[src/rtl/crd_pkg.sv]
`timescale 1ns / 1ps
// Package for the camera ray direction core: payload structs, register indexes,
// fixed-point constants and series tables. Depends on nothing.
package crd_pkg;

   localparam int COORD_BITS      = 12;
   localparam int ANGLE_BITS      = 16;
   localparam int OUT_FRAC_BITS   = 15;
   localparam int OUT_BITS        = 16;
   localparam int SIZE_BITS       = 13;
   localparam int ANG_REG_BITS    = 16;
   localparam int FOV_BITS        = 8;
   localparam int CSR_DATA_BITS   = 16;
   localparam int CSR_INDEX_BITS  = 3;

   localparam int MAG_BITS = (COORD_BITS + 1 > SIZE_BITS) ? COORD_BITS + 1 : SIZE_BITS;
   localparam int DEN_BITS = SIZE_BITS + 10;
   localparam int DEN_LOG_MIN = 9;

   localparam int Q_BITS   = 31;
   localparam int X2_BITS  = 32;
   localparam logic [30:0] ONE_Q30     = 31'h4000_0000;
   localparam logic [30:0] HALF_PI_Q30 = 31'd1686629713;

   localparam int SIN_TERMS = 5;
   localparam int COS_TERMS = 6;
   localparam logic [7:0] SIN_K [SIN_TERMS] = '{8'd110, 8'd72, 8'd42, 8'd20, 8'd6};
   localparam logic [7:0] COS_K [COS_TERMS] = '{8'd132, 8'd90, 8'd56, 8'd30, 8'd12, 8'd2};
   localparam logic [31:0] SIN_RECIP [SIN_TERMS] = '{
      32'((64'd1 << 32) / 64'd110), 32'((64'd1 << 32) / 64'd72),
      32'((64'd1 << 32) / 64'd42),  32'((64'd1 << 32) / 64'd20),
      32'((64'd1 << 32) / 64'd6)};
   localparam logic [31:0] COS_RECIP [COS_TERMS] = '{
      32'((64'd1 << 32) / 64'd132), 32'((64'd1 << 32) / 64'd90),
      32'((64'd1 << 32) / 64'd56),  32'((64'd1 << 32) / 64'd30),
      32'((64'd1 << 32) / 64'd12),  32'((64'd1 << 32) / 64'd2)};

   localparam int SINCOS_STAGES = 3 * COS_TERMS + 3;

   typedef enum logic [CSR_INDEX_BITS-1:0] {
      CSR_IMAGE_WIDTH  = 3'd0,
      CSR_IMAGE_HEIGHT = 3'd1,
      CSR_VIEW_YAW     = 3'd2,
      CSR_VIEW_PITCH   = 3'd3,
      CSR_FOV_DEGREES  = 3'd4
   } csr_index_type;

   typedef enum logic [1:0] {
      QUAD_FIRST  = 2'd0,
      QUAD_SECOND = 2'd1,
      QUAD_THIRD  = 2'd2,
      QUAD_FOURTH = 2'd3
   } quadrant_type;

   typedef struct packed {
      logic [COORD_BITS-1:0] pixel_x;
      logic [COORD_BITS-1:0] pixel_y;
   } req_payload_type;

   typedef struct packed {
      logic signed [OUT_BITS-1:0] dir_x;
      logic signed [OUT_BITS-1:0] dir_y;
      logic signed [OUT_BITS-1:0] dir_z;
   } rsp_payload_type;

   typedef struct packed {
      logic [Q_BITS-1:0] sin_mag;
      logic              sin_neg;
      logic [Q_BITS-1:0] cos_mag;
      logic              cos_neg;
   } trig_type;

   function automatic int num_bits(int angle_bits);
      return MAG_BITS + FOV_BITS + angle_bits + 1;
   endfunction

   function automatic int quot_bits(int angle_bits);
      return num_bits(angle_bits) - DEN_LOG_MIN;
   endfunction

endpackage

[src/rtl/crd_div_step.sv]
`timescale 1ns / 1ps
// One restoring long-division step: one quotient bit per stage.
// Depends on crd_pkg.
module crd_div_step #(
   parameter int QUOT_BITS = crd_pkg::quot_bits(crd_pkg::ANGLE_BITS)
) (
   input  logic                          clock,
   input  logic                          adv,
   input  logic [crd_pkg::DEN_BITS-1:0]  den_i,
   input  logic [crd_pkg::DEN_BITS-1:0]  rem_i,
   input  logic [QUOT_BITS-1:0]          work_i,
   input  logic                          neg_i,
   output logic [crd_pkg::DEN_BITS-1:0]  rem_o,
   output logic [QUOT_BITS-1:0]          work_o,
   output logic                          neg_o
);

   logic [crd_pkg::DEN_BITS:0]   trial;
   logic                         fits;
   logic [crd_pkg::DEN_BITS-1:0] rem_in;
   logic [QUOT_BITS-1:0]         work_in;
   logic [crd_pkg::DEN_BITS-1:0] rem_ff;
   logic [QUOT_BITS-1:0]         work_ff;
   logic                         neg_ff;

   always_comb begin
      trial   = {rem_i, work_i[QUOT_BITS-1]};
      fits    = trial >= {1'b0, den_i};
      rem_in  = fits ? crd_pkg::DEN_BITS'(trial - {1'b0, den_i})
                     : crd_pkg::DEN_BITS'(trial);
      work_in = {work_i[QUOT_BITS-2:0], fits};
   end

   always_ff @(posedge clock) begin
      if (adv) begin
         rem_ff  <= rem_in;
         work_ff <= work_in;
         neg_ff  <= neg_i;
      end
   end

   assign rem_o  = rem_ff;
   assign work_o = work_ff;
   assign neg_o  = neg_ff;

endmodule

[src/rtl/crd_axis_angle.sv]
`timescale 1ns / 1ps
// Angle of one axis: pixel offset, scaled by the field of view, divided by the
// image size in a pipelined long divider and added to the base angle. Depends on
// crd_pkg and crd_div_step.
module crd_axis_angle #(
   parameter int ANGLE_BITS = crd_pkg::ANGLE_BITS
) (
   input  logic                              clock,
   input  logic                              adv,
   input  logic [crd_pkg::COORD_BITS-1:0]    pix_i,
   input  logic [crd_pkg::SIZE_BITS-1:0]     size_i,
   input  logic [crd_pkg::ANG_REG_BITS-1:0]  base_i,
   input  logic [crd_pkg::FOV_BITS-1:0]      fov_i,
   output logic [ANGLE_BITS-1:0]             angle_o
);

   localparam int NUM_BITS  = crd_pkg::num_bits(ANGLE_BITS);
   localparam int QUOT_BITS = crd_pkg::quot_bits(ANGLE_BITS);
   localparam int MAG_BITS  = crd_pkg::MAG_BITS;
   localparam int DEN_BITS  = crd_pkg::DEN_BITS;

   logic [MAG_BITS-1:0]   div_size;
   logic [MAG_BITS-1:0]   twice;
   logic                  neg_in;
   logic [MAG_BITS-1:0]   mag_in;
   logic [MAG_BITS-1:0]   mag_ff;
   logic                  neg1_ff;
   logic [DEN_BITS-1:0]   den_ff;
   logic [DEN_BITS-1:0]   half_ff;
   logic [NUM_BITS-1:0]   num_in;
   logic [NUM_BITS-1:0]   num_ff;
   logic                  neg2_ff;
   logic [DEN_BITS-1:0]   rem_w  [QUOT_BITS+1];
   logic [QUOT_BITS-1:0]  work_w [QUOT_BITS+1];
   logic                  neg_w  [QUOT_BITS+1];
   logic [ANGLE_BITS-1:0] base;
   logic [ANGLE_BITS-1:0] offset;
   logic [ANGLE_BITS-1:0] angle_in;
   logic [ANGLE_BITS-1:0] angle_ff;

   always_comb begin
      div_size = (size_i == '0) ? MAG_BITS'(1) : MAG_BITS'(size_i);
      twice    = MAG_BITS'({pix_i, 1'b0});
      neg_in   = twice < div_size;
      mag_in   = neg_in ? div_size - twice : twice - div_size;
      num_in   = ((NUM_BITS'(mag_ff) * NUM_BITS'(fov_i)) << ANGLE_BITS)
                 + NUM_BITS'(half_ff);
   end

   always_ff @(posedge clock) begin
      den_ff  <= DEN_BITS'(DEN_BITS'(div_size) * DEN_BITS'(720));
      half_ff <= DEN_BITS'(DEN_BITS'(div_size) * DEN_BITS'(360));
      if (adv) begin
         mag_ff  <= mag_in;
         neg1_ff <= neg_in;
         num_ff  <= num_in;
         neg2_ff <= neg1_ff;
      end
   end

   assign rem_w[0]  = DEN_BITS'(num_ff[NUM_BITS-1:QUOT_BITS]);
   assign work_w[0] = num_ff[QUOT_BITS-1:0];
   assign neg_w[0]  = neg2_ff;

   for (genvar i = 0; i < QUOT_BITS; i++) begin : g_step
      crd_div_step #(
         .QUOT_BITS (QUOT_BITS)
      ) u_step (
         .clock  (clock),
         .adv    (adv),
         .den_i  (den_ff),
         .rem_i  (rem_w[i]),
         .work_i (work_w[i]),
         .neg_i  (neg_w[i]),
         .rem_o  (rem_w[i+1]),
         .work_o (work_w[i+1]),
         .neg_o  (neg_w[i+1])
      );
   end

   always_comb begin
      base     = ANGLE_BITS'(base_i);
      offset   = work_w[QUOT_BITS][ANGLE_BITS-1:0];
      angle_in = neg_w[QUOT_BITS] ? base - offset : base + offset;
   end

   always_ff @(posedge clock) begin
      if (adv) begin
         angle_ff <= angle_in;
      end
   end

   assign angle_o = angle_ff;

endmodule

[config.mk]
export PLATFORM = sky130hd
export DESIGN_NAME = crd_axis_angle
export DESIGN_NICKNAME = d
export VERILOG_FILES = /design/src/rtl/crd_pkg.sv /design/src/rtl/crd_div_step.sv /design/src/rtl/crd_axis_angle.sv
export SDC_FILE = /design/constraint.sdc
export NUM_CORES = 2
export LEC_CHECK = 0
export ABC_CLOCK_PERIOD_IN_PS = 10100
export BUFFER_PORTS_ARGS = -buffer_cell sky130_fd_sc_hd__buf_2
export CAP_MARGIN = 20
export CORE_MARGIN = 2
export CORE_UTILIZATION = 30
export CTS_BUF_LIST = sky130_fd_sc_hd__clkbuf_4
export CTS_CLUSTER_SIZE = 25
export DETAILED_ROUTE_END_ITERATION = 10
export PLACE_DENSITY_LB_ADDON = 0.25
export SYNTH_ARGS = -nofsm -noshare
export SYNTH_HDL_FRONTEND = slang
export SYNTH_SLANG_ARGS = --single-unit
[constraint.sdc]
create_clock -name clock -period 10.1 [get_ports clock]
set_input_delay 0.505 -clock clock [delete_from_list [all_inputs] [get_ports clock]]
set_output_delay 0.505 -clock clock [all_outputs]
set_load 0.03 [all_outputs]
==> run_results.csv <==
group,metric,value,unit
yosys,synth_cell_types,90,
global_routing,grt_max_degree,169,
run_status,outcome,"completed",
floorplan,dieArea,248000,um2
finish,syn_to_final_growth,12.4,%
clock_network,htreeDepth,5,
timing,worst_slack,3940,ps
yosys,synth.avg_cell_area,11.8,um2
floorplan,start_util,0.302,
timing,rsz0062_at_grt,"false",
clock_network,clockRootBuffer,"clkbuf_4",
finish,final_common_cell,"edfxtp_1",
worst_setup_path,cp_cell_sequence,"and2_1 -> fa_1 -> fa_1 -> fa_1 -> inv_1 -> fa_1 -> inv_1 -> ha_1 -> a21o_1 -> a221oi_1 -> a21boi_0 -> or2_2 -> o41ai_1 -> nand4_1 -> nor2_1 -> nand3_1 -> xnor2_1",
yosys,ys.flop_type,"edfxtp_1",
detailed_routing,vias_per_cell,4.94,
timing,tightest_slew,1090,ps
global_routing,grt_pass1_wl,284000,um
clock_network,cts_tree,"yes",
floorplan,io_pins,67,
worst_setup_path,crit_type,"reg2reg",
timing,finalCritPeriodShare,0.610,
floorplan,dieHeight,498,um
worst_setup_path,cpPeakStageDelay,670,ps
yosys,synth_fp_nets,7043,
placed_design,port_buffers,66,
timing,slew-limit-headroom,0.275,
clock_network,clk_latency,1320,ps
timing,max_freq,0.162,GHz
detailed_routing,wl,184000,um
detailed_routing,post_drt_wl_per_cell,18.2,um
placed_design,dp_hpwl,126000,um
timing,min_period,6160,ps
global_routing,grt_usage,0.145,
finish,drive_above_1_share,0.143,
yosys,synth-async-reset-ratio,0,
detailed_routing,route.met2.wl,92400,um
flow_run,maxCapViolCount,0,
worst_setup_path,end_kind,"flip-flop",
worst_setup_path,crit_end,"num_ff[36]$_DFFE_PP_",
detailed_routing,wl_met3,6920,um
worst_setup_path,crit_arrival,7140,ps
timing,fin_skew,94.5,ps
detailed_routing,detail-route-antenna-nets,0,
timing,hold_viol,0,
worst_setup_path,cp_data_required_time,11080,ps
detailed_routing,drc,0,
yosys,synth_edf_count,1197,
floorplan,die_w,498,um
placed_design,gp_congestion,0.833,
worst_setup_path,critPathLaunchType,"flip-flop",
worst_setup_path,reg2reg_to,"num_ff[36]$_DFFE_PP_",
detailed_routing,top_layer,"met4",
detailed_routing,wirelength_met1,78300,um
hold_path,worstHoldPathType,"in2reg",
global_routing,grt_antenna_before_repair,5,
clock_network,clkSinkCount,1216,
worst_setup_path,cp_common_cell,"fa_1",
detailed_routing,dr.pass1.iters,6,
yosys,yosysSeqAreaShare,0.495,
yosys,synth_cells,6216,
global_routing,grt_pass1_vias,50400,
clock_network,post_cts_buffers,0,
floorplan,placementRows,181,
detailed_routing,drtIter0Drc,3087,
worst_setup_path,slowest_stage,"o41ai_1",
global_routing,grt-ovfl-total,0,
worst_setup_path,rr_worst_depth,17,
yosys,synthesis.area,73300,um2
finish,final_cell_mix,"edfxtp_1, ha_1, clkbuf_4",
detailed_routing,vias,49800,
clock_network,numCtsBuffers,335,
timing,finalSetupViolations,0,
floorplan,core,243000,um2
worst_setup_path,critPathMaxFanout,8,
placed_design,pre_cts_ws,3770,ps
clock_network,clk_pin_slew_worst_paths,70,ps
yosys,synth.area.top_cells,"edfxtp_1, ha_1, mux2_2, xnor2_1, fa_1",
clock_network,clockBufferDepth,4,
yosys,synth_seq_cells,1216,
yosys,yosys.area.top_type_share,0.490,
yosys,yosys_warnings,0,
worst_setup_path,timing.rr.start,"mag_ff[4]$_DFFE_PP_",
worst_setup_path,reg2reg_slack,3940,ps
timing,setup_tns,0,ps
timing,drv_slew,0,
timing,worst_hold_slack,160,ps
finish,nNetsFinal,7468,
worst_setup_path,critPathLaunch,"mag_ff[4]$_DFFE_PP_",
yosys,synth_top_cell_by_area,"edfxtp_1",
==> cell families after synthesis <==
logic type                 count (synthesis)  synth area share
xor gates and xnor gates                 489            0.0584
muxes                                    337            0.0514
and+or+nand+nor                         1499             0.100
adders and majority gates                776             0.144
AOI/OAI and AO/OA                       1450             0.127
buffers and inverters                    449            0.0232
DFF                                     1216             0.495
==> area by class of cell <==
type                            instances  area, um2
Sequential cell                      1216      36300
Clock inverter                         79        364
Fill cell                           24400     161000
Clock buffer                          468       3510
Timing Repair Buffer                  186       1490
Antenna cell                            8       20.0
Multi-Input combinational cell       4551      35400
Tap cell                             3202       4010
Inverter                              351       1320
==> how the worst min path moves through the flow <==
stage	startpoint	to	slack [ps]	depth (start not counted)
after floorplan	neg2_ff$_DFFE_PP_	g_step[0].u_step.neg_o$_DFFE_PP_	400	0
after global placement	g_step[11].u_step.work_o[25]$_DFFE_PP_	g_step[12].u_step.work_o[26]$_DFFE_PP_	400	0
after detailed placement	g_step[15].u_step.work_o[1]$_DFFE_PP_	g_step[16].u_step.work_o[2]$_DFFE_PP_	400	0
after CTS	size_i[8]	den_ff[13]$_DFF_P_	10	5
after global routing	size_i[8]	den_ff[13]$_DFF_P_	60	5
final	size_i[6]	den_ff[13]$_DFF_P_	160	5
==> critical path, delay by kind of cell (launching register included) <==
kind,cells,cell delay [ps]
simple gates,5,1130
compound gates,4,1470
xor+xnor,1,170
buf+inv,2,90
flops,1,540
fa+ha+maj,5,2470
==> flip-flops by register name, indices dropped and copies added (netlist names) <==
register	count
mag_ff	13
num_ff	35
angle_o	16
den_ff	19
g_step.u_step.work_o	461
neg1_ff	1
neg2_ff	1
g_step.u_step.neg_o	29
g_step.u_step.rem_o	641
==> synthesized netlist by cell type (11+ instances only) <==
master    instances
and3_1           34
nand3_1          71
o211ai_1         21
or3_1            30
nand2_1         351
a21oi_1         404
nor2b_1          96
clkbuf_1         90
xnor2_1         316
nor2_1          414
xor2_1          173
a211o_1          24
a221oi_1         14
a211oi_1         45
nor3_1          132
o21a_1           95
ha_1            658
or2_2            24
nor4_1           36
a21boi_0         16
fa_1            118
a21o_1          185
a31o_2           16
inv_1           350
o21bai_1         49
o31a_1           22
nand2b_1         69
edfxtp_1       1197
dfxtp_1          19
nor4b_1          11
and2_1          108
nand4_1          67
and4_1           11
mux2_2          283
a31oi_1          58
mux2i_1          46
o41ai_1          14
o31ai_1          52
nand4b_1         16
o21ai_0         322
==> routing by layer <==
| metal | vias up | GRT usage |
|---|---|---|
| met4 | 0 | 0.0534 |
| met2 | 1007 | 0.258 |
| met1 | 24000 | 0.176 |
| met5 | - | 0 |
| li1 | 24400 | - |
| met3 | 393 | 0.0239 |
==> metrics by stage <==
| step | instance area (um2) | utilization | std cells |
|---|---|---|---|
| 5_1_grt | 82400 | 0.339 | 10100 |
| 2_1_floorplan | 73300 | - | 6216 |
| 3_5_place_dp | 77800 | 0.320 | 9437 |
| 3_3_place_gp | 77800 | 0.320 | 9436 |
| 4_1_cts | 82400 | 0.339 | 10100 |
| 6_report | 82400 | 0.339 | 10100 |
==> repair_timing <==
item                      4_1_cts  5_1_grt
hold endpoints to repair      144        0
gates resized for setup         0        0
hold buffers                   69        0
Power is left out: the tool's default activity adds up to more than one toggle a clock period on the data nets, which glitch-free logic cannot reach.
